**src/rtl/bdc_pkg.sv**
```systemverilog
// Package for the button debounce and combo detector: constants, codes, types, key table.
package bdc_pkg;

  localparam int NUM_BUTTONS_DEF = 6;
  localparam int TIME_BITS_DEF   = 32;
  localparam int MAX_COMBOS      = 4;
  localparam int NUM_PAIRS       = 4;
  localparam int COMBO_LIM       = (MAX_COMBOS < NUM_PAIRS) ? MAX_COMBOS : NUM_PAIRS;

  localparam int NOW_W      = 32;
  localparam int LEVEL_W    = 6;
  localparam int BTN_IDX_W  = 3;
  localparam int NUM_IDX    = 8;
  localparam int EVENT_W    = 3;
  localparam int SLOT_W     = 2;
  localparam int KEY_W      = 8;
  localparam int MS_W       = 16;
  localparam int COUNT_W    = 3;
  localparam int PAIR_W     = 6;
  localparam int CFG_ADDR_W = 4;
  localparam int CFG_DATA_W = 16;

  localparam logic [MS_W-1:0]    DEBOUNCE_RST = MS_W'(20);
  localparam logic [MS_W-1:0]    WINDOW_RST   = MS_W'(500);
  localparam logic [COUNT_W-1:0] COUNT_RST    = '0;

  typedef enum logic [CFG_ADDR_W-1:0] {
    REG_DEBOUNCE   = 4'd0,
    REG_WINDOW     = 4'd1,
    REG_COUNT      = 4'd2,
    REG_PAIR0      = 4'd3,
    REG_PAIR1      = 4'd4,
    REG_PAIR2      = 4'd5,
    REG_PAIR3      = 4'd6,
    REG_KEY_ENABLE = 4'd7
  } cfg_reg_t;

  typedef enum logic [EVENT_W-1:0] {
    EV_NONE    = 3'd0,
    EV_PRESS   = 3'd1,
    EV_COMBO   = 3'd2,
    EV_KEY     = 3'd3,
    EV_RELEASE = 3'd4
  } event_t;

  typedef struct packed {
    logic [MS_W-1:0]                   settle_ms;
    logic [MS_W-1:0]                   combo_window_ms;
    logic [COUNT_W-1:0]                combo_count;
    logic [NUM_PAIRS-1:0][PAIR_W-1:0]  combo_pair;
    logic                              key_event_enable;
  } cfg_t;

  // controller -> datapath
  typedef struct packed {
    logic                 load;  // latch a new scan
    logic                 step;  // process button idx, load result register
    logic [BTN_IDX_W-1:0] idx;
  } dp_cmd_t;

  function automatic logic [KEY_W-1:0] key_of(input logic [BTN_IDX_W-1:0] b);
    logic [KEY_W-1:0] k;
    case (b)
      3'd0:    k = 8'd17;
      3'd1:    k = 8'd18;
      3'd2:    k = 8'd20;
      3'd3:    k = 8'd19;
      3'd4:    k = 8'd10;
      3'd5:    k = 8'd27;
      default: k = 8'd0;
    endcase
    return k;
  endfunction

endpackage

```
**src/rtl/bdc_ifs.sv**
```systemverilog
// Channel interfaces: scan input, result output and register write port.
interface bdc_scan_if;
  logic                          valid;
  logic                          ready;
  logic [bdc_pkg::NOW_W-1:0]     now_ms;
  logic [bdc_pkg::LEVEL_W-1:0]   button_levels;

  modport source (output valid, now_ms, button_levels, input ready);
  modport sink   (input valid, now_ms, button_levels, output ready);
endinterface

interface bdc_result_if;
  logic                          valid;
  logic                          ready;
  logic [bdc_pkg::BTN_IDX_W-1:0] button_index;
  logic [bdc_pkg::EVENT_W-1:0]   event_code;
  logic [bdc_pkg::SLOT_W-1:0]    combo_slot;
  logic [bdc_pkg::KEY_W-1:0]     key_code;
  logic [bdc_pkg::LEVEL_W-1:0]   pressed_mask;
  logic                          first_pressed_valid;
  logic [bdc_pkg::KEY_W-1:0]     first_pressed_key;
  logic                          last_of_scan;

  modport source (output valid, button_index, event_code, combo_slot, key_code, pressed_mask,
                  first_pressed_valid, first_pressed_key, last_of_scan, input ready);
  modport sink   (input valid, button_index, event_code, combo_slot, key_code, pressed_mask,
                  first_pressed_valid, first_pressed_key, last_of_scan, output ready);
endinterface

interface bdc_cfg_if;
  logic                           valid;
  logic                           ready;
  logic [bdc_pkg::CFG_ADDR_W-1:0] index;
  logic [bdc_pkg::CFG_DATA_W-1:0] data;

  modport source (output valid, index, data, input ready);
  modport sink   (input valid, index, data, output ready);
endinterface

```
**src/rtl/bdc_cfg_regs.sv**
```systemverilog
// Configuration register file, always ready for a write transfer.
module bdc_cfg_regs (
  input  logic                           clk,
  input  logic                           rst_n,
  input  logic                           wr_valid,
  input  logic [bdc_pkg::CFG_ADDR_W-1:0] wr_index,
  input  logic [bdc_pkg::CFG_DATA_W-1:0] wr_data,
  output logic                           wr_ready,
  output bdc_pkg::cfg_t                  cfg
);

  bdc_pkg::cfg_t cfg_r, cfg_nxt;

  assign wr_ready = 1'b1;
  assign cfg      = cfg_r;

  always_comb begin
    cfg_nxt = cfg_r;
    if (wr_valid) begin
      case (bdc_pkg::cfg_reg_t'(wr_index))
        bdc_pkg::REG_DEBOUNCE:   cfg_nxt.settle_ms        = wr_data[bdc_pkg::MS_W-1:0];
        bdc_pkg::REG_WINDOW:     cfg_nxt.combo_window_ms  = wr_data[bdc_pkg::MS_W-1:0];
        bdc_pkg::REG_COUNT:      cfg_nxt.combo_count      = wr_data[bdc_pkg::COUNT_W-1:0];
        bdc_pkg::REG_PAIR0:      cfg_nxt.combo_pair[0]    = wr_data[bdc_pkg::PAIR_W-1:0];
        bdc_pkg::REG_PAIR1:      cfg_nxt.combo_pair[1]    = wr_data[bdc_pkg::PAIR_W-1:0];
        bdc_pkg::REG_PAIR2:      cfg_nxt.combo_pair[2]    = wr_data[bdc_pkg::PAIR_W-1:0];
        bdc_pkg::REG_PAIR3:      cfg_nxt.combo_pair[3]    = wr_data[bdc_pkg::PAIR_W-1:0];
        bdc_pkg::REG_KEY_ENABLE: cfg_nxt.key_event_enable = wr_data[0];
        default:                 cfg_nxt = cfg_r;  // unknown index: ignored
      endcase
    end
  end

  always_ff @(posedge clk) begin
    if (!rst_n) begin
      cfg_r.settle_ms        <= bdc_pkg::DEBOUNCE_RST;
      cfg_r.combo_window_ms  <= bdc_pkg::WINDOW_RST;
      cfg_r.combo_count      <= bdc_pkg::COUNT_RST;
      cfg_r.combo_pair       <= '0;
      cfg_r.key_event_enable <= 1'b0;
    end else begin
      cfg_r <= cfg_nxt;
    end
  end

endmodule

```
**src/rtl/bdc_ctrl.sv**
```systemverilog
// Sequencer: takes a scan, steps through the buttons, manages the result register valid.
module bdc_ctrl #(
  parameter int NUM_BUTTONS = bdc_pkg::NUM_BUTTONS_DEF
) (
  input  logic             clk,
  input  logic             rst_n,
  input  logic             in_valid,
  output logic             in_ready,
  output logic             out_valid,
  input  logic             out_ready,
  output bdc_pkg::dp_cmd_t cmd
);

  localparam logic [bdc_pkg::BTN_IDX_W-1:0] LAST_IDX = bdc_pkg::BTN_IDX_W'(NUM_BUTTONS - 1);

  typedef enum logic {
    ST_IDLE,
    ST_RUN
  } state_t;

  state_t                        state_r, state_nxt;
  logic [bdc_pkg::BTN_IDX_W-1:0] idx_r, idx_nxt;
  logic                          out_valid_r, out_valid_nxt;
  logic                          slot_free;

  assign in_ready  = (state_r == ST_IDLE);
  assign out_valid = out_valid_r;
  assign slot_free = !out_valid_r || out_ready;

  always_comb begin
    state_nxt     = state_r;
    idx_nxt       = idx_r;
    out_valid_nxt = out_valid_r && !out_ready;
    cmd.load      = 1'b0;
    cmd.step      = 1'b0;
    cmd.idx       = idx_r;
    case (state_r)
      ST_IDLE: begin
        if (in_valid) begin
          cmd.load  = 1'b1;
          idx_nxt   = '0;
          state_nxt = ST_RUN;
        end
      end
      ST_RUN: begin
        if (slot_free) begin
          cmd.step      = 1'b1;
          out_valid_nxt = 1'b1;
          if (idx_r == LAST_IDX) begin
            state_nxt = ST_IDLE;
          end else begin
            idx_nxt = idx_r + 1'b1;
          end
        end
      end
      default: state_nxt = ST_IDLE;
    endcase
  end

  always_ff @(posedge clk) begin
    if (!rst_n) begin
      state_r     <= ST_IDLE;
      idx_r       <= '0;
      out_valid_r <= 1'b0;
    end else begin
      state_r     <= state_nxt;
      idx_r       <= idx_nxt;
      out_valid_r <= out_valid_nxt;
    end
  end

endmodule

```
**src/rtl/bdc_datapath.sv**
```systemverilog
// Datapath: scan latch, per-button debounce/combo state, one button step per command, result register.
module bdc_datapath #(
  parameter int NUM_BUTTONS = bdc_pkg::NUM_BUTTONS_DEF,
  parameter int TIME_BITS   = bdc_pkg::TIME_BITS_DEF
) (
  input  logic                          clk,
  input  logic                          rst_n,
  input  bdc_pkg::cfg_t                 cfg,
  input  bdc_pkg::dp_cmd_t              cmd,
  input  logic [bdc_pkg::NOW_W-1:0]     now_ms,
  input  logic [bdc_pkg::LEVEL_W-1:0]   button_levels,
  output logic [bdc_pkg::BTN_IDX_W-1:0] button_index,
  output logic [bdc_pkg::EVENT_W-1:0]   event_code,
  output logic [bdc_pkg::SLOT_W-1:0]    combo_slot,
  output logic [bdc_pkg::KEY_W-1:0]     key_code,
  output logic [bdc_pkg::LEVEL_W-1:0]   pressed_mask,
  output logic                          first_pressed_valid,
  output logic [bdc_pkg::KEY_W-1:0]     first_pressed_key,
  output logic                          last_of_scan
);

  localparam int IDX_W = $clog2(NUM_BUTTONS);
  localparam int RB_W  = $clog2(NUM_BUTTONS + 1);
  localparam logic [RB_W-1:0] NO_BUTTON = RB_W'(NUM_BUTTONS);
  localparam logic [bdc_pkg::COUNT_W-1:0] COMBO_SAT = bdc_pkg::COUNT_W'(bdc_pkg::COMBO_LIM);
  localparam int CMP_W = 4;  // wide enough for any button number and "none"

  // scan latch
  logic [TIME_BITS-1:0]         now_r;
  logic [bdc_pkg::LEVEL_W-1:0]  levels_r;

  // button state
  logic [NUM_BUTTONS-1:0] accepted_r, accepted_nxt;
  logic [NUM_BUTTONS-1:0] pressed_r, pressed_nxt;
  logic [TIME_BITS-1:0]   change_time_r [NUM_BUTTONS];
  logic [TIME_BITS-1:0]   change_time_nxt [NUM_BUTTONS];
  logic [RB_W-1:0]        recent_r, recent_nxt;
  logic [TIME_BITS-1:0]   recent_time_r, recent_time_nxt;

  // result register
  logic [bdc_pkg::BTN_IDX_W-1:0] index_r;
  bdc_pkg::event_t               event_r, event_nxt;
  logic [bdc_pkg::SLOT_W-1:0]    slot_r, slot_nxt;
  logic [bdc_pkg::KEY_W-1:0]     key_r, key_nxt;
  logic [bdc_pkg::LEVEL_W-1:0]   mask_r, mask_nxt;
  logic                          fvalid_r, fvalid_nxt;
  logic [bdc_pkg::KEY_W-1:0]     fkey_r, fkey_nxt;
  logic                          last_r;

  logic [IDX_W-1:0]              idx;
  logic [bdc_pkg::NUM_IDX-1:0]   levels_ext;
  logic [bdc_pkg::NUM_IDX-1:0]   pressed_ext;
  logic                          cur;
  logic [TIME_BITS-1:0]          db_diff, win_diff;
  logic                          db_ok, win_ok;
  logic [bdc_pkg::COUNT_W-1:0]   ncombo;
  logic                          hit;
  logic [bdc_pkg::SLOT_W-1:0]    hit_slot;
  logic [bdc_pkg::KEY_W-1:0]     kc;

  assign idx        = cmd.idx[IDX_W-1:0];
  assign levels_ext = bdc_pkg::NUM_IDX'(levels_r);
  assign cur        = ~levels_ext[cmd.idx];  // active-low pins; absent pins read as pressed
  assign ncombo     = (cfg.combo_count > COMBO_SAT) ? COMBO_SAT : cfg.combo_count;

  assign db_diff  = now_r - change_time_r[idx];
  assign win_diff = now_r - recent_time_r;
  assign db_ok    = db_diff >= TIME_BITS'(cfg.settle_ms);
  assign win_ok   = (recent_r != NO_BUTTON) && (win_diff < TIME_BITS'(cfg.combo_window_ms));
  assign kc       = bdc_pkg::key_of(cmd.idx);

  // first active pair matching (recent, this) in either order
  always_comb begin
    hit      = 1'b0;
    hit_slot = '0;
    for (int j = 0; j < bdc_pkg::NUM_PAIRS; j++) begin
      if (!hit && (bdc_pkg::COUNT_W'(j) < ncombo) &&
          (((CMP_W'(cfg.combo_pair[j][2:0]) == CMP_W'(recent_r)) &&
            (CMP_W'(cfg.combo_pair[j][5:3]) == CMP_W'(cmd.idx))) ||
           ((CMP_W'(cfg.combo_pair[j][2:0]) == CMP_W'(cmd.idx)) &&
            (CMP_W'(cfg.combo_pair[j][5:3]) == CMP_W'(recent_r))))) begin
        hit      = 1'b1;
        hit_slot = bdc_pkg::SLOT_W'(j);
      end
    end
  end

  always_comb begin
    accepted_nxt    = accepted_r;
    pressed_nxt     = pressed_r;
    change_time_nxt = change_time_r;
    recent_nxt      = recent_r;
    recent_time_nxt = recent_time_r;
    event_nxt       = bdc_pkg::EV_NONE;
    slot_nxt        = '0;
    key_nxt         = '0;
    if ((cur != accepted_r[idx]) && db_ok) begin
      accepted_nxt[idx]    = cur;
      change_time_nxt[idx] = now_r;
      if (cur && !pressed_r[idx]) begin
        pressed_nxt[idx] = 1'b1;
        event_nxt        = bdc_pkg::EV_PRESS;
        if (win_ok && hit) begin
          event_nxt        = bdc_pkg::EV_COMBO;
          slot_nxt         = hit_slot;
          pressed_nxt[idx] = 1'b0;
          if (recent_r < NO_BUTTON) begin
            pressed_nxt[recent_r[IDX_W-1:0]] = 1'b0;
          end
        end
        recent_nxt      = RB_W'(idx);
        recent_time_nxt = now_r;
      end else if (!cur && pressed_r[idx]) begin
        pressed_nxt[idx] = 1'b0;
        event_nxt        = bdc_pkg::EV_RELEASE;
        if (cfg.key_event_enable && (recent_r == RB_W'(idx))) begin
          if (kc != '0) begin
            event_nxt = bdc_pkg::EV_KEY;
            key_nxt   = kc;
          end
          recent_nxt = NO_BUTTON;
        end
      end
    end
  end

  // pressed summary after this step
  assign pressed_ext = bdc_pkg::NUM_IDX'(pressed_nxt);
  assign mask_nxt    = pressed_ext[bdc_pkg::LEVEL_W-1:0];

  always_comb begin
    fvalid_nxt = 1'b0;
    fkey_nxt   = '0;
    for (int j = NUM_BUTTONS - 1; j >= 0; j--) begin
      if (pressed_nxt[j]) begin
        fvalid_nxt = 1'b1;
        fkey_nxt   = bdc_pkg::key_of(bdc_pkg::BTN_IDX_W'(j));
      end
    end
  end

  always_ff @(posedge clk) begin
    if (!rst_n) begin
      accepted_r    <= '0;
      pressed_r     <= '0;
      recent_r      <= NO_BUTTON;
      recent_time_r <= '0;
      for (int j = 0; j < NUM_BUTTONS; j++) begin
        change_time_r[j] <= '0;
      end
    end else if (cmd.step) begin
      accepted_r    <= accepted_nxt;
      pressed_r     <= pressed_nxt;
      recent_r      <= recent_nxt;
      recent_time_r <= recent_time_nxt;
      change_time_r <= change_time_nxt;
    end
  end

  always_ff @(posedge clk) begin
    if (cmd.load) begin
      now_r    <= now_ms[TIME_BITS-1:0];
      levels_r <= button_levels;
    end
    if (cmd.step) begin
      index_r  <= cmd.idx;
      event_r  <= event_nxt;
      slot_r   <= slot_nxt;
      key_r    <= key_nxt;
      mask_r   <= mask_nxt;
      fvalid_r <= fvalid_nxt;
      fkey_r   <= fkey_nxt;
      last_r   <= (cmd.idx == bdc_pkg::BTN_IDX_W'(NUM_BUTTONS - 1));
    end
  end

  assign button_index        = index_r;
  assign event_code          = event_r;
  assign combo_slot          = slot_r;
  assign key_code            = key_r;
  assign pressed_mask        = mask_r;
  assign first_pressed_valid = fvalid_r;
  assign first_pressed_key   = fkey_r;
  assign last_of_scan        = last_r;

endmodule

```
**src/rtl/button_debounce_combo_detector.sv**
```systemverilog
// Top level of the button debounce and combo detector.
//
//  channel   dir  modport  payload
//  in_scan   in   sink     now_ms[31:0], button_levels[5:0]
//  out_res   out  source   button_index, event_code, combo_slot, key_code,
//                          pressed_mask, first_pressed_valid, first_pressed_key, last_of_scan
//  cfg_wr    in   sink     index[3:0], data[15:0]
//
// A scan is latched first, then each button is stepped in turn through the
// shared step datapath, which is sequenced by the controller's button counter.
// The result register sits between the two sides; a new scan is taken while the last
// result of the previous one still waits. While the output stalls, stepping waits.
// Reset is synchronous, active low; it clears button, sequencer and config register state.
// cfg_wr is always ready; writes to unknown indexes are dropped.
module button_debounce_combo_detector #(
  parameter int NUM_BUTTONS = bdc_pkg::NUM_BUTTONS_DEF,
  parameter int TIME_BITS   = bdc_pkg::TIME_BITS_DEF
) (
  input logic         clk,
  input logic         rst_n,
  bdc_scan_if.sink    in_scan,
  bdc_result_if.source out_res,
  bdc_cfg_if.sink     cfg_wr
);

  bdc_pkg::cfg_t    cfg;
  bdc_pkg::dp_cmd_t cmd;

  // register file: a write transfer is registered
  bdc_cfg_regs u_cfg (
    .clk      (clk),
    .rst_n    (rst_n),
    .wr_valid (cfg_wr.valid),
    .wr_index (cfg_wr.index),
    .wr_data  (cfg_wr.data),
    .wr_ready (cfg_wr.ready),
    .cfg      (cfg)
  );

  // sequencer: owns the handshakes and the button counter
  bdc_ctrl #(
    .NUM_BUTTONS (NUM_BUTTONS)
  ) u_ctrl (
    .clk       (clk),
    .rst_n     (rst_n),
    .in_valid  (in_scan.valid),
    .in_ready  (in_scan.ready),
    .out_valid (out_res.valid),
    .out_ready (out_res.ready),
    .cmd       (cmd)
  );

  // step datapath: debounce, combo match, key events, result payload
  bdc_datapath #(
    .NUM_BUTTONS (NUM_BUTTONS),
    .TIME_BITS   (TIME_BITS)
  ) u_dp (
    .clk                 (clk),
    .rst_n               (rst_n),
    .cfg                 (cfg),
    .cmd                 (cmd),
    .now_ms              (in_scan.now_ms),
    .button_levels       (in_scan.button_levels),
    .button_index        (out_res.button_index),
    .event_code          (out_res.event_code),
    .combo_slot          (out_res.combo_slot),
    .key_code            (out_res.key_code),
    .pressed_mask        (out_res.pressed_mask),
    .first_pressed_valid (out_res.first_pressed_valid),
    .first_pressed_key   (out_res.first_pressed_key),
    .last_of_scan        (out_res.last_of_scan)
  );

endmodule
```
**src/flat_wrapper.sv**
```systemverilog
// flat-port wrapper written by rule: the top's interface ports become plain ports
module button_debounce_combo_detector_flat 
#(
  parameter int NUM_BUTTONS = bdc_pkg::NUM_BUTTONS_DEF,
  parameter int TIME_BITS   = bdc_pkg::TIME_BITS_DEF
)
  (clk, rst_n, in_scan_valid, in_scan_now_ms, in_scan_button_levels, in_scan_ready, out_res_valid, out_res_button_index, out_res_event_code, out_res_combo_slot, out_res_key_code, out_res_pressed_mask, out_res_first_pressed_valid, out_res_first_pressed_key, out_res_last_of_scan, out_res_ready, cfg_wr_valid, cfg_wr_index, cfg_wr_data, cfg_wr_ready);
  bdc_scan_if in_scan_i ();
  bdc_result_if out_res_i ();
  bdc_cfg_if cfg_wr_i ();
  input logic clk;
  input logic rst_n;
  input wire logic [$bits(in_scan_i.valid)-1:0] in_scan_valid;
  input wire logic [$bits(in_scan_i.now_ms)-1:0] in_scan_now_ms;
  input wire logic [$bits(in_scan_i.button_levels)-1:0] in_scan_button_levels;
  output wire logic [$bits(in_scan_i.ready)-1:0] in_scan_ready;
  output wire logic [$bits(out_res_i.valid)-1:0] out_res_valid;
  output wire logic [$bits(out_res_i.button_index)-1:0] out_res_button_index;
  output wire logic [$bits(out_res_i.event_code)-1:0] out_res_event_code;
  output wire logic [$bits(out_res_i.combo_slot)-1:0] out_res_combo_slot;
  output wire logic [$bits(out_res_i.key_code)-1:0] out_res_key_code;
  output wire logic [$bits(out_res_i.pressed_mask)-1:0] out_res_pressed_mask;
  output wire logic [$bits(out_res_i.first_pressed_valid)-1:0] out_res_first_pressed_valid;
  output wire logic [$bits(out_res_i.first_pressed_key)-1:0] out_res_first_pressed_key;
  output wire logic [$bits(out_res_i.last_of_scan)-1:0] out_res_last_of_scan;
  input wire logic [$bits(out_res_i.ready)-1:0] out_res_ready;
  input wire logic [$bits(cfg_wr_i.valid)-1:0] cfg_wr_valid;
  input wire logic [$bits(cfg_wr_i.index)-1:0] cfg_wr_index;
  input wire logic [$bits(cfg_wr_i.data)-1:0] cfg_wr_data;
  output wire logic [$bits(cfg_wr_i.ready)-1:0] cfg_wr_ready;
  assign in_scan_i.valid = in_scan_valid;
  assign in_scan_i.now_ms = in_scan_now_ms;
  assign in_scan_i.button_levels = in_scan_button_levels;
  assign in_scan_ready = in_scan_i.ready;
  assign out_res_valid = out_res_i.valid;
  assign out_res_button_index = out_res_i.button_index;
  assign out_res_event_code = out_res_i.event_code;
  assign out_res_combo_slot = out_res_i.combo_slot;
  assign out_res_key_code = out_res_i.key_code;
  assign out_res_pressed_mask = out_res_i.pressed_mask;
  assign out_res_first_pressed_valid = out_res_i.first_pressed_valid;
  assign out_res_first_pressed_key = out_res_i.first_pressed_key;
  assign out_res_last_of_scan = out_res_i.last_of_scan;
  assign out_res_i.ready = out_res_ready;
  assign cfg_wr_i.valid = cfg_wr_valid;
  assign cfg_wr_i.index = cfg_wr_index;
  assign cfg_wr_i.data = cfg_wr_data;
  assign cfg_wr_ready = cfg_wr_i.ready;
  button_debounce_combo_detector #(.NUM_BUTTONS(NUM_BUTTONS), .TIME_BITS(TIME_BITS)) u_core (.clk(clk), .rst_n(rst_n), .in_scan(in_scan_i), .out_res(out_res_i), .cfg_wr(cfg_wr_i));
endmodule
```
**config.mk**
```make
export PLATFORM = sky130hd
export DESIGN_NAME = button_debounce_combo_detector_flat
export DESIGN_NICKNAME = d
export VERILOG_FILES = /design/src/rtl/bdc_pkg.sv /design/src/rtl/bdc_ifs.sv /design/src/rtl/bdc_cfg_regs.sv /design/src/rtl/bdc_ctrl.sv /design/src/rtl/bdc_datapath.sv /design/src/rtl/button_debounce_combo_detector.sv /design/src/flat_wrapper.sv
export SDC_FILE = /design/constraint.sdc
export NUM_CORES = 1
export LEC_CHECK = 0
export BUFFER_PORTS_ARGS = -buffer_cell sky130_fd_sc_hd__buf_2
export CORE_ASPECT_RATIO = 1.5
export CORE_MARGIN = 2
export CORE_UTILIZATION = 30
export DETAILED_ROUTE_END_ITERATION = 16
export PLACE_DENSITY_LB_ADDON = 0.12
export SLEW_MARGIN = 10
export SYNTH_ARGS = -nofsm -noshare
export SYNTH_HDL_FRONTEND = slang
export SYNTH_SLANG_ARGS = --single-unit
```
**constraint.sdc**
```tcl
create_clock -name clk -period 16.6 [get_ports clk]
set_input_delay 0 -clock clk [delete_from_list [all_inputs] [get_ports clk]]
set_output_delay 0 -clock clk [all_outputs]
set_load 0.03 [all_outputs]
```
==> After elaboration in Yosys (flattened, before gate mapping) <==
Cells that the tools add are included.
{ "classes": {"eq_ne": 34, "n_lt_le_gt_ge": 14, "n_addsub": 3, "n_bitwise": 13, "n_mux": 58, "reduce_logical": 58} }
{ "ops": {"columns": ["op", "count"], "rows": [
  ["192-bit bitwise mux", 1],
  ["32-bit binary-select mux with 3-bit select", 1],
  ["32-bit demux with 3-bit select", 1],
  ["32-bit two-way mux", 3],
  ["32-bit subtractor", 2],
  ["3-bit == test", 17],
  ["3-bit two-way mux", 13],
  ["32-bit by 16-bit >= comparator with 1-bit output", 1],
  ["32-bit by 16-bit less-than comparator with 1-bit output", 1],
  ["6-bit two-way mux", 5],
  ["5-bit one-hot mux with 6 select lines", 1],
  ["1-bit logical AND", 25],
  ["1-bit two-way mux", 19],
  ["6-bit AND", 3],
  ["2-bit AND reduction", 9],
  ["4-bit by 3-bit == test with 1-bit output (second input constant)", 4],
  ["6-bit inverter", 2],
  ["5-bit two-way mux", 2],
  ["5-bit OR reduction", 2],
  ["1-bit binary-select mux with 3-bit select", 3],
  ["3-bit AND reduction", 3],
  ["4-bit by 2-bit == test with 1-bit output (second input constant)", 2],
  ["3-bit by 4-bit less-than comparator with 1-bit output (second input constant)", 2],
  ["2-bit two-way mux", 4],
  ["32 further kinds", 54]
]} }
{ "word_totals": {"wordCells": 214, "inputBits": 63, "regBits": 374, "out_inout_bits": 35} }

==> Logic depth before layout (Yosys ltp) <==
Gate-level depths: netlist (run 1).
{ "depth": {"ltp_word": 26, "ltp_mapped": 35, "mapped_depth_nobuf": 29} }

==> Modules after synthesis <==
From an unflattened synthesis (run 1), not the netlist that was laid out.
{ "unflattened": {"cells_unflattened": 2223, "hier_area_um2": 21364.2} }
{ "by_module_without_submodules": {"columns": ["module", "area_per_inst_um2", "n_inst", "cells_per_inst", "seq_area_each_um2"], "rows": [
  ["bdc_datapath", 18738.0, 1, 1962, 6706.4],
  ["bdc_cfg_regs", 2363.5, 1, 232, 1201.2],
  ["bdc_ctrl", 262.8, 1, 29, 100.1]
]} }

==> Least setup slack after synthesis (run 1) <==
Ideal clock, no wire load.
{ "synth_timing": {"path_kind": "register to register", "startpoint": "register u_core.u_ctrl.idx_r[0] in the netlist's numbering", "endpoint": "register u_core.u_dp.fvalid_r (netlist: u_core.u_dp.first_pressed_valid), data pin", "synth_period_minus_slack_ns": 6.899, "arrival_ns": 6.627, "path_stages_with_launch": 30, "setup_time_ns": 0.272, "slack_ns": 9.701, "path_cell_list": "dfxtp_1 -> clkbuf_1 -> inv_1 -> nor3_1 -> clkbuf_1 -> clkbuf_1 -> buf_1 -> a221oi_1 -> ha_1 -> nor2b_1 -> o2111ai_1 -> nand3_1 -> nand3_1 -> nand2_1 -> a21oi_1 -> o21bai_1 -> a21o_1 -> a21oi_1 -> xnor2_1 -> ha_1 -> a21oi_1 -> o21ai_0 -> a21oi_1 -> nor2_1 -> nor3_1 -> o31ai_1 -> or4_4 -> o41ai_4 -> mux2_2 -> or4b_1"} }
{ "synth_via": {"elab_chain_len": 22, "elab_cells_between_ends": 70, "classes_between": "add/sub (1); order compare (3); eq/ne (9); mux (21); bitwise (7); reduce/logical (29)"} }
{ "synth_rtl": {"columns": ["element", "line_no", "source"], "rows": [
  ["start: declaration", "bdc_ctrl.sv:22", "logic [bdc_pkg::BTN_IDX_W-1:0] idx_r, idx_nxt;"],
  ["start signal: assignment", "bdc_ctrl.sv:67", "idx_r <= idx_nxt;"],
  ["parallel branches: the longest is 20 deep, another holds 32-bit subtractor", null, null],
  ["6-bit two-way mux (*)", "bdc_datapath.sv:97", "if ((cur != accepted_r[idx]) && db_ok) begin"],
  ["net u_core.u_dp.mask_nxt (one bit)", "bdc_datapath.sv:45", "logic [bdc_pkg::LEVEL_W-1:0] mask_r, mask_nxt;"],
  ["5-bit OR reduction (no line) (*)", null, null],
  ["end signal: assignment", "bdc_datapath.sv:171", "fvalid_r <= fvalid_nxt;"],
  ["end: declaration", "bdc_datapath.sv:46", "logic fvalid_r, fvalid_nxt;"]
]} }
Mark *: on every way through the listed nets, which the timed path passes. The select of a mux whose other input is x is not followed.
A chain may end at the register's enable or synchronous reset.

==> Worst setup path after layout (run 1) <==
{ "layout_timing": {"startpoint": "register u_core.u_ctrl.idx_r[0] in the netlist's numbering", "endpoint": "register u_core.u_dp.change_time_r[33] in the netlist's numbering"} }
{ "layout_via": {"elab_chain_len": 8, "elab_cells_between_ends": 20, "classes_between": "add/sub (1); order compare (3); eq/ne (1); mux (10); bitwise (2); reduce/logical (3)"} }
{ "layout_rtl": {"columns": ["element", "line_no", "source"], "rows": [
  ["3-bit inverter with 4-bit output (not written as such)", "bdc_datapath.sv:66, bdc_datapath.sv:99", null],
  ["32-bit binary-select mux with 3-bit select", "bdc_datapath.sv:66", "assign db_diff = now_r - change_time_r[idx];"],
  ["32-bit two-way mux (not written as such) (2 in series)", "bdc_datapath.sv:66", null],
  ["32-bit subtractor", "bdc_datapath.sv:66", null],
  ["32-bit by 16-bit >= comparator with 1-bit output", "bdc_datapath.sv:68", "assign db_ok = db_diff >= TIME_BITS'(cfg.settle_ms);"],
  ["1-bit logical AND", "bdc_datapath.sv:97", null],
  ["2-bit AND reduction (no line)", null, null],
  ["end signal: assignment", "bdc_datapath.sv:156", "change_time_r <= change_time_nxt;"],
  ["end: declaration", "bdc_datapath.sv:35", "logic [TIME_BITS-1:0] change_time_r [NUM_BUTTONS];"]
]} }
Several ways; a longest one is shown, not always the timed one. The select of a mux whose other input is x is not followed.

==> impl_metrics.csv, run 1 <==
group,metric,value,unit
outcome,status,"finished clean",
worst_setup_path,worstSetupPathType,"flip-flop to flip-flop",
sta,whs,0.121,ns
worst_setup_path,required,17.07,ns
global_route,grt.total_usage,20.0,%
cts,clockBufferDepth,3,
cts,cts-root-buf,"clkbuf_16",
detailed_routing,drt-initial-drc-count,1071,
worst_setup_path,worst_r2r_path_depth,26,
yosys,synth_top_area_share,29.8,%
worst_setup_path,end_kind,"flip-flop",
sta,rsz0062_at_grt,"no",
place,placed_cell_area,21700,µm²
detailed_routing,drt-pass1-iter-count,5,
yosys,syn_area,20400,µm²
yosys,async_reset_ff_share,0,%
yosys,synth_area_leaders,"dfxtp_1 30%, nand2_1 11%, edfxtp_1 9.4%",
global_route,overflow,0,
worst_setup_path,critPathLaunch,"u_core.u_ctrl.idx_r[0]",
sta,finalHoldViolCount,0,
run,cap_violations,0,
cts,cts_hold_buf,62,
cts,cts_tree,"done",
sta,max_freq,126,MHz
sta,finalCriticalPeriod,7.95,ns
cts,post_cts_buffers,0,
global_route,grt_first_pass_wirelength,107000,µm
pwr,leakagePower,8.79,nW
finish,final_area,23800,µm²
yosys,synth_seq_cells,368,
yosys,synth_top_cell_by_area,"dfxtp_1",
finish,finalNetCount,2653,
floorplan,initial_core_util,30.1,%
sta,finalCritPeriodShare,47.9,%
finish,syn_to_final_growth,16.5,%
detailed_routing,vias,17500,
cts,htree_levels,2,
yosys,yosys_warnings,0,
sta,setup_viol_count_final,0,
worst_setup_path,r2r_end,"u_core.u_dp.change_time_r[33]",
worst_setup_path,rr_startpoint,"u_core.u_ctrl.idx_r[0]",
place,io_buffer_count,90,
floorplan,die_h,323,µm
place,gp_congestion,0.876,
finish,multiInputGateArea,11400,µm²
cts,cts_resized,0,
min_path,whs_path_depth,2,
sta,fin_ws,8.65,ns
pwr,power_density,98.4,nW/µm²
cts,tritoncts.num_buffers,41,
finish,regArea,8010,µm²
sta,slew_violations,0,
detailed_routing,drtAntennaViolNets,0,
place,hpwl,49100,µm
cts,cts.sinks,368,
detailed_routing,vias_per_cell,5.14,
floorplan,die_x,217,µm
sta,relSlewSlack,29.4,%
yosys,syn_inst,2401,
yosys,synth-seq-area-share,39.3,%
place,place_ws,8.65,ns
worst_setup_path,arrival,8.41,ns
finish,fin_util,35.1,%
global_route,grt_max_degree,116,
detailed_routing,post_drt_wl_per_cell,20.6,µm
global_route,grt_pass1_vias,17900,
floorplan,io_pins,98,
yosys,synth_top_flop_cell,"dfxtp_1",
min_path,whs_endpoint,"u_core.u_dp.levels_r[1]",
worst_setup_path,crit_fanout,40,
yosys,synth_cell_types,80,
min_path,holdCritStartpoint,"in_scan_button_levels[1]",
yosys,synth_edf_count,64,
worst_setup_path,critPathLaunchType,"flip-flop",
finish,antenna_cells,0,
global_route,grt_antenna_before_repair,0,
detailed_routing,drc,0,
detailed_routing,wl,70300,µm
place,place_inst,3273,
sta,final.setup.tns,0,ns
cts,clock_latency,0.59,ns
sta,tightest_slew,1.03,ns
finish,layoutNonFillerInstCount,3411,
worst_setup_path,reg2reg_slack,8.65,ns
floorplan,dieArea,70100,µm²
min_path,hp-class,"input pin to flip-flop",
sta,fin_skew,0.0288,ns
yosys,synth_area_per_cell,8.49,µm²
floorplan,core-area,67600,µm²
finish,drive_above_1_share,9.21,%
floorplan,rows,117,
pwr,ir_drop,59.9,µV
finish,fill_cells,7005,
cts,clkTransAtPathRegs,0.07,ns
pwr,p_total,2.34,mW
==> registers in the layout (all words and copies together), names as in the netlist <==
| signal | flops |
|---|---|
| u_core.u_dp.recent_time_r | 32 |
| u_core.u_dp.event_code | 3 |
| u_core.u_dp.levels_r | 6 |
| u_core.u_ctrl.out_valid | 1 |
| u_core.u_ctrl.idx_r | 3 |
| u_core.u_dp.change_time_r | 192 |
| u_core.u_cfg.cfg | 60 |
| u_core.u_ctrl.state_r | 1 |
| u_core.u_dp.button_index | 3 |
| u_core.u_dp.key_code | 5 |
| u_core.u_dp.pressed_r | 6 |
| u_core.u_dp.first_pressed_valid | 1 |
| u_core.u_dp.recent_r | 3 |
| u_core.u_dp.accepted_r | 6 |
| u_core.u_dp.pressed_mask | 6 |
| u_core.u_dp.first_pressed_key | 5 |
| u_core.u_dp.combo_slot | 2 |
| u_core.u_dp.last_of_scan | 1 |
| u_core.u_dp.now_r | 32 |
==> cell type report <==
cell class | instances | area share [%]
sequential | 368 | 33.7
clock buffer | 58 | 5.13
clock inverter | 18 | 1.06
timing repair buffer | 194 | 5.86
tap | 892 | 4.70
multi-input combinational | 1785 | 48.0
inverter | 96 | 1.52
==> metal layers <==
| metal | up-vias | global-route usage [%] | wire length (µm) |
|---|---|---|---|
| met3 | 109 | 2.13 | 2350 |
| met4 | 0 | 7.15 | 2230 |
| met1 | 8489 | 23.1 | 29400 |
| met5 | - | 0 | 0 |
| met2 | 393 | 37.8 | 36300 |
| li1 | 8531 | - | - |
==> where the power goes <==
group	internal, mW	switching (mW)	total [mW]
logic	0.143	0.237	0.381
clock network	0.608	0.395	1.00
registers	0.934	0.0199	0.954
total	1.68	0.652	2.34
==> critical path: stages, from the launching register on <==
cell       delay (ns)
dfxtp_1          0.56
inv_1            0.22
nor3_2           0.20
buf_4            0.55
a22oi_1          0.20
nand2_1          0.12
a221oi_1         0.06
ha_1             0.43
a21oi_1          0.34
a21oi_1          0.13
a211oi_2         0.50
nand2_1          0.23
xor2_1           0.19
ha_1             0.29
a21oi_1          0.15
nor2b_1          0.06
o21ai_0          0.31
o2111ai_1        0.24
nor3_1           0.26
o31ai_1          0.13
or4_4            0.54
o41ai_4          0.34
buf_4            0.30
nor2_2           0.25
nand2_2          0.77
mux2i_1          0.26
nor2b_1          0.07
==> worst max-delay path by stage <==
stage,endpoint,depth (start not counted),slack [ns]
global route,u_core.u_dp.change_time_r[183],26,8.11
floorplan,u_core.u_dp.first_pressed_valid,29,9.70
global placement,u_core.u_dp.change_time_r[33],26,8.80
detailed placement,u_core.u_dp.change_time_r[33],26,8.65
CTS,u_core.u_dp.change_time_r[33],26,8.59
finish,u_core.u_dp.change_time_r[33],26,8.65
==> cell usage after synthesis (64+ instances only) <==
master	number
dfxtp_1	304
a21oi_1	92
a21boi_1	64
a21boi_0	165
nor2b_1	74
mux2i_1	69
ha_1	102
clkbuf_1	107
edfxtp_1	64
nor2_1	69
inv_1	94
nand2_1	574
==> placed cells by master, fill, tap and decap left out, types with 64 or more instances in the layout <==
cell      instances
mux2i_1          69
inv_1            93
a21boi_0        165
a21oi_1          92
nor2_1           68
dfxtp_1         304
ha_1            102
a21boi_1         64
buf_2            89
nor2b_1          74
edfxtp_1         64
nand2_1         574
==> cell families after synthesis <==
kind of cell / synth area share, %
other: 0.0368
multiplexers: 3.55
AO/OA/AOI/OAI: 22.7
AND/OR/NAND/NOR: 18.8
buffers and inverters: 5.09
adder cells (fa/ha/maj): 6.46
XOR/XNOR: 4.12
flip-flops: 39.3
No activity file was read; power rests on OpenSTA's default activity.
==> run 2: changes to the inputs <==
--- a/config.mk
+++ b/config.mk
@@ -5,6 +5,7 @@
 export SDC_FILE = /design/constraint.sdc
 export NUM_CORES = 1
 export LEC_CHECK = 0
+export ABC_AREA = 1
 export BUFFER_PORTS_ARGS = -buffer_cell sky130_fd_sc_hd__buf_2
 export CORE_ASPECT_RATIO = 1.5
 export CORE_MARGIN = 2
==> constraint.sdc (replaced) <==
create_clock -name clk -period 7.88 [get_ports clk]
set_input_delay 0 -clock clk [delete_from_list [all_inputs] [get_ports clk]]
set_output_delay 0 -clock clk [all_outputs]
set_load 0.03 [all_outputs]
==> run 2 against run 1 <==
Global-route usage rose by 0.78 points. Non-clock buffer count rose by 1. First-iteration DRC count rose by 1.5%. Sequential share of layout area fell by 0.48 points. Total power rose by 120%. Critical path depth did not move. Register-to-register slack got worse by 7.2 ns. Critical endpoint is now u_core.u_dp.change_time_r[123]. Final area rose by 1.5%. Clock-buffer cell count fell by 2. Synthesized cell count rose by 22%.
==> impl_metrics.csv, run 2 <==
group,metric,value,unit
outcome,status,"finished clean",
worst_setup_path,reg2reg_slack,1.42,ns
floorplan,rows,118,
global_route,overflow,0,
finish,largest_register,"u_core.u_dp.change_time_r",
yosys,synth_area_per_cell,7.07,µm²
sta,setup_viol_count_final,0,
floorplan,initial_core_util,30.2,%
global_route,grt_max_degree,110,
yosys,synth_top_flop_cell,"dfxtp_1",
finish,mostFrequentLayoutCells,"527 x nand2_1, 505 x inv_1, 357 x a21oi_1",
finish,largest_reg_flops,192,
pwr,power_frac_seq,39.7,%
finish,syn_to_final_growth,16.0,%
yosys,synth-seq-area-share,38.5,%
yosys,synth_seq_cells,368,
floorplan,io_pins,98,
worst_setup_path,crit_buf_inv,1,
yosys,async_reset_ff_share,0,%
worst_setup_path,critPathLaunch,"u_core.u_ctrl.idx_r[1]",
worst_setup_path,worstSetupPathType,"flip-flop to flip-flop",
detailed_routing,vias_per_cell,4.87,
sta,finalHoldViolCount,0,
detailed_routing,wl,74800,µm
run,cap_violations,0,
yosys,synth_top_area_share,29.3,%
cts,cts_tree,"done",
detailed_routing,drt-initial-drc-count,1087,
worst_setup_path,required,8.34,ns
yosys,synth_top_cell_by_area,"dfxtp_1",
place,io_buffer_count,90,
sta,slew_violations,0,
floorplan,die_x,219,µm
floorplan,die_h,326,µm
pwr,p_sw_share,32.1,%
yosys,yosys_warnings,0,
yosys,syn_area,20800,µm²
place,gp_congestion,0.904,
sta,finalCriticalPeriod,6.46,ns
cts,htree_levels,2,
worst_setup_path,critPathCapture,"u_core.u_dp.change_time_r[123]",
place,hpwl,55800,µm
pwr,p_total,5.19,mW
worst_setup_path,crit_fanout,46,
pwr,combinationalPowerShare,22.3,%
sta,rsz0062_at_grt,"no",
pwr,power_density,215,nW/µm²
sta,final.setup.tns,0,ns
pwr,leakagePower,10.2,nW
finish,final_common_cell,"nand2_1",
min_path,hp-class,"input pin to flip-flop",
yosys,syn_inst,2939,
worst_setup_path,rr_startpoint,"u_core.u_ctrl.idx_r[1]",
cts,post_cts_buffers,0,
detailed_routing,drc,0,
pwr,switching_power,1.67,mW
worst_setup_path,path_common_cell,"nor2_1",
global_route,grt_pass1_vias,18700,
yosys,synth_common_cells,"527 x nand2_1, 505 x inv_1, 357 x a21oi_1, 304 x dfxtp_1, 263 x o21ai_0",
global_route,grt_antenna_before_repair,0,
cts,cts-root-buf,"clkbuf_16",
worst_setup_path,arrival,6.91,ns
yosys,yosysMostFrequentCell,"nand2_1",
finish,fill_cells,7385,
worst_setup_path,end_kind,"flip-flop",
detailed_routing,drtAntennaViolNets,0,
sta,tightest_slew,1.05,ns
finish,drive_above_1_share,7.36,%
global_route,grt_first_pass_wirelength,113000,µm
global_route,grt.total_usage,20.8,%
worst_setup_path,slowest_stage,"dfxtp_1",
detailed_routing,vias,19400,
sta,relSlewSlack,30.1,%
cts,clkTransAtPathRegs,0.06,ns
worst_setup_path,critPathTopFamily,"simple AND/OR/NAND/NOR gates",
finish,antenna_cells,0,
worst_setup_path,path_depth,26,
cts,clockBufferDepth,3,
floorplan,core-area,68800,µm²
worst_setup_path,r2r_end,"u_core.u_dp.change_time_r[123]",
worst_setup_path,critPathLaunchType,"flip-flop",
sta,finalCritPeriodShare,82.0,%
cts,cts.sinks,368,
finish,finalNetCount,3222,
worst_setup_path,worst_r2r_path_depth,26,
yosys,synth_area_leaders,"dfxtp_1 29%, nand2_1 9.5%, edfxtp_1 9.2%",
pwr,ir_drop,157,µV
min_path,holdCritStartpoint,"in_scan_now_ms[3]",
pwr,intPower,3.52,mW
yosys,synth_edf_count,64,
floorplan,dieArea,71400,µm²
sta,fin_skew,0.0286,ns
sta,max_freq,155,MHz
yosys,synth_cell_types,59,
detailed_routing,post_drt_wl_per_cell,18.8,µm
cts,clock_latency,0.59,ns
pwr,pwr-share-clk,38.0,%
cts,tritoncts.num_buffers,41,
min_path,whs_path_depth,2,
worst_setup_path,cp_slowest_stage_delay,0.91,ns
detailed_routing,drt-pass1-iter-count,5,
==> run 2: changes by cell type after synthesis, sizes merged, moves of 87 or more <==
cell,before,now
nor2,70,214
a21boi,229,2
o21ai,47,314
o22ai,7,94
a21oi,92,357
inv,95,515
==> run 2: logic make-up (layout without fill, tap and decap cells) <==
family	Yosys count	after routing	synth area share [%]
xor+xnor	59	59	2.52
fa+ha+maj	104	104	6.33
flops	368	368	38.5
simple gates	944	944	19.0
buf+inv	645	787	12.5
compound gates	817	817	21.0
other cells	2	7	0.0361
==> run 2: worst min path at each step <==
stage | endpoint | slack (ns)
floorplan | u_core.u_dp.levels_r[0] | 0.1
global placement | u_core.u_dp.now_r[19] | 0.18
detailed placement | u_core.u_dp.now_r[3] | 0.18
CTS | u_core.u_dp.now_r[3] | 0.09
global route | u_core.u_dp.now_r[16] | 0.12
finish | u_core.u_dp.now_r[3] | 0.13
==> run 2: what timing repair did <==
item	in CTS	in global routing
hold endpoints to repair	133	0
hold buffers	71	0
resized for setup	0	0
==> run 2: metal layers <==
| layer | global-route usage, % | vias up | wire (µm) |
|---|---|---|---|
| met5 | 0 | - | 0 |
| met4 | 6.67 | 0 | 2370 |
| met3 | 2.39 | 110 | 2630 |
| met2 | 38.2 | 393 | 38300 |
| met1 | 24.8 | 9065 | 31600 |
| li1 | - | 9824 | - |
==> run 2: final cells by class <==
| type | instances | area [µm²] | share of cell area [%] |
|---|---|---|---|
| clock inverter | 18 | 179 | 0.742 |
| timing repair buffer | 195 | 1470 | 6.11 |
| sequential | 368 | 8010 | 33.2 |
| tap | 900 | 1130 | 4.67 |
| multi-input combinational | 1931 | 10200 | 42.3 |
| clock buffer | 56 | 1170 | 4.84 |
| inverter | 518 | 1950 | 8.09 |
==> run 2: through the flow <==
stage	area [µm²]	util, %	hold WS [ns]	cells	setup WS (ns)
final	24100	35.0	0.127	3986	1.42
after global routing	24100	35.0	0.122	3986	0.874
after CTS	24100	35.0	0.0924	3986	1.43
after detailed placement	22000	32.0	0.179	3841	1.48
after global placement	22000	32.0	0.178	3841	1.48
after floorplan	20800	-	0.0989	2944	3.55
==> run 2: power by group through the flow <==
stage          clock (mW)  combinational [mW]  sequential, mW
2_1_floorplan           0               0.779            2.10
3_3_place_gp            0                1.13            2.10
3_5_place_dp            0                1.14            2.10
4_1_cts              2.03                1.17            2.06
5_1_grt              2.10                1.31            2.07
6_report             1.97                1.16            2.06
==> run 3: changes to the inputs <==
==> constraint.sdc (replaced) <==
create_clock -name clk -period 5.45 [get_ports clk]
set_input_delay 0 -clock clk [delete_from_list [all_inputs] [get_ports clk]]
set_output_delay 0 -clock clk [all_outputs]
set_load 0.03 [all_outputs]
==> run 3 against run 2 <==
Combinational power increased by 45%. Final cell count is 0.53% higher. Largest cell class unchanged. Via count rose by 0.52%. Sequential power is 45% higher. Highest routed layer is now met5. Global-route usage shrank 0.78 points. Critical endpoint is now u_core.u_dp.change_time_r[57]. Critical path depth rose by 4. Critical path type unchanged.
==> impl_metrics.csv, run 3 (same netlist as run 2, synthesis figures left out) <==
group,metric,value,unit
worst_setup_path,cp_slowest_stage_delay,0.37,ns
sta,max_freq,200,MHz
pwr,leakagePower,10.4,nW
worst_setup_path,reg2reg_slack,0.45,ns
worst_setup_path,slowest_stage,"nor2_4",
sta,setup_viol_count_final,0,
global_route,grt_max_degree,115,
cts,clkTransAtPathRegs,0.06,ns
detailed_routing,vias,19500,
cts,clockBufferDepth,3,
floorplan,dieArea,71400,µm²
detailed_routing,post_drt_wl_per_cell,18.4,µm
detailed_routing,wl,73700,µm
finish,syn_to_final_growth,17.5,%
worst_setup_path,worstSetupPathType,"flip-flop to flip-flop",
finish,drive_above_1_share,7.98,%
cts,cts-root-buf,"clkbuf_16",
global_route,globalRouteMet2Util,36.3,%
floorplan,initial_core_util,30.2,%
detailed_routing,drtAntennaViolNets,0,
sta,finalHoldViolCount,0,
worst_setup_path,end_kind,"flip-flop",
worst_setup_path,critPathLaunch,"u_core.u_ctrl.idx_r[1]",
place,io_buffer_count,90,
pwr,power_density,306,nW/µm²
worst_setup_path,arrival,5.46,ns
global_route,busiest_layer,"met2",
global_route,met1_usage,23.9,%
global_route,overflow,0,
global_route,grt_pass1_vias,18500,
detailed_routing,vias_per_cell,4.86,
sta,finalCritPeriodShare,91.8,%
cts,tritoncts.num_buffers,41,
sta,relSlewSlack,25.5,%
floorplan,io_pins,98,
sta,rsz0062_at_grt,"no",
finish,largest_reg_flops,192,
worst_setup_path,critPathCapture,"u_core.u_dp.change_time_r[57]",
global_route,grt_antenna_before_repair,1,
finish,final_common_cell,"nand2_1",
sta,fin_skew,0.0232,ns
sta,finalCriticalPeriod,5.00,ns
cts,cts_tree,"done",
global_route,grt.total_usage,20.0,%
detailed_routing,drt-pass1-iter-count,5,
place,place_ws,-0.0178,ns
run,cap_violations,0,
finish,largest_register,"u_core.u_dp.change_time_r",
global_route,grt_use_met3,2.23,%
worst_setup_path,worst_r2r_path_depth,30,
pwr,ir_drop,287,µV
min_path,hp-class,"input pin to flip-flop",
finish,antenna_cells,0,
floorplan,die_x,219,µm
detailed_routing,drt-initial-drc-count,1290,
floorplan,die_h,326,µm
place,hpwl,53400,µm
worst_setup_path,crit_fanout,28,
worst_setup_path,r2r_end,"u_core.u_dp.change_time_r[57]",
worst_setup_path,path_common_cell,"nand2_1",
sta,fin_ws,0.446,ns
worst_setup_path,critPathLaunchType,"flip-flop",
finish,finalNetCount,3242,
cts,post_cts_buffers,0,
cts,clock_latency,0.58,ns
cts,htree_levels,2,
worst_setup_path,rr_startpoint,"u_core.u_ctrl.idx_r[1]",
outcome,status,"finished clean",
cts,cts.sinks,368,
sta,slew_violations,0,
floorplan,core-area,68800,µm²
pwr,p_total,7.46,mW
sta,tightest_slew,1.12,ns
place,gp_congestion,0.936,
global_route,grt_first_pass_wirelength,109000,µm
floorplan,rows,118,
worst_setup_path,required,5.91,ns
finish,mostFrequentLayoutCells,"527 x nand2_1, 505 x inv_1, 357 x a21oi_1",
finish,fill_cells,7407,
detailed_routing,drc,0,
==> run 3: changes by cell type in the layout (fill, tap and decap cells not counted), moves of 5 or more <==
cell / before / now
buf_12: 4 / 11
nor3_2: 1 / 6
nor3_1: 53 / 48
buf_4: 30 / 37
clkbuf_1: 7 / 13
==> run 3: area by class of cell <==
class                           instances  area [µm²]  share of cell area (%)
Inverter                              518        1950                    7.99
Tap cell                              900        1130                    4.61
Clock inverter                         17         171                   0.702
Clock buffer                           58        1150                    4.72
Multi-Input combinational cell       1931       10200                    42.0
Sequential cell                       368        8010                    32.8
Timing Repair Buffer                  215        1760                    7.19
==> run 3: critical path, delay by kind of cell, from the launching register on <==
family | cells | cell delay [ns]
buf+inv | 4 | 0.63
simple gates | 19 | 2.42
compound gates | 4 | 0.58
flops | 1 | 0.36
xor+xnor | 1 | 0.16
fa+ha+maj | 2 | 0.65
==> run 3: worst min-delay path by stage <==
stage                                  start                       to  depth (start not counted)
floorplan           in_scan_button_levels[0]  u_core.u_dp.levels_r[0]                          0
global placement          in_scan_now_ms[19]    u_core.u_dp.now_r[19]                          1
detailed placement        in_scan_now_ms[27]    u_core.u_dp.now_r[27]                          1
CTS                       in_scan_now_ms[22]    u_core.u_dp.now_r[22]                          2
global route              in_scan_now_ms[21]    u_core.u_dp.now_r[21]                          2
finish                    in_scan_now_ms[23]    u_core.u_dp.now_r[23]                          2
==> run 3: stage by stage <==
step	hold slack, ns	instances	TNS, ns	util (%)	instance area [µm²]
after floorplan	0.0989	2944	0	-	20800
final	0.132	4007	0	35.5	24400
after global placement	0.179	3855	0	32.3	22200
after CTS	0.0957	4005	0	35.3	24300
after global routing	0.129	4007	0	35.5	24400
after detailed placement	0.178	3855	-0.0706	32.3	22200
==> run 3: where the power goes <==
group	leakage, nW	switching [mW]	internal, mW
clock	0.637	1.17	1.62
combinational	6.66	1.11	0.576
sequential	3.07	0.0913	2.89
total	10.4	2.37	5.09
==> run 3: layer usage <==
metal | vias to the layer above | routed length, µm
li1 | 9869 | -
met5 | - | 16
met2 | 417 | 37100
met4 | 2 | 2700
met1 | 9106 | 31400
met3 | 99 | 2410
==> run 3: what timing repair did <==
item,CTS,global route
gates cloned,0,2
hold buffers,75,0
setup endpoints to repair,38,229
endpoints found under the hold margin,102,0
resized for setup,1,11
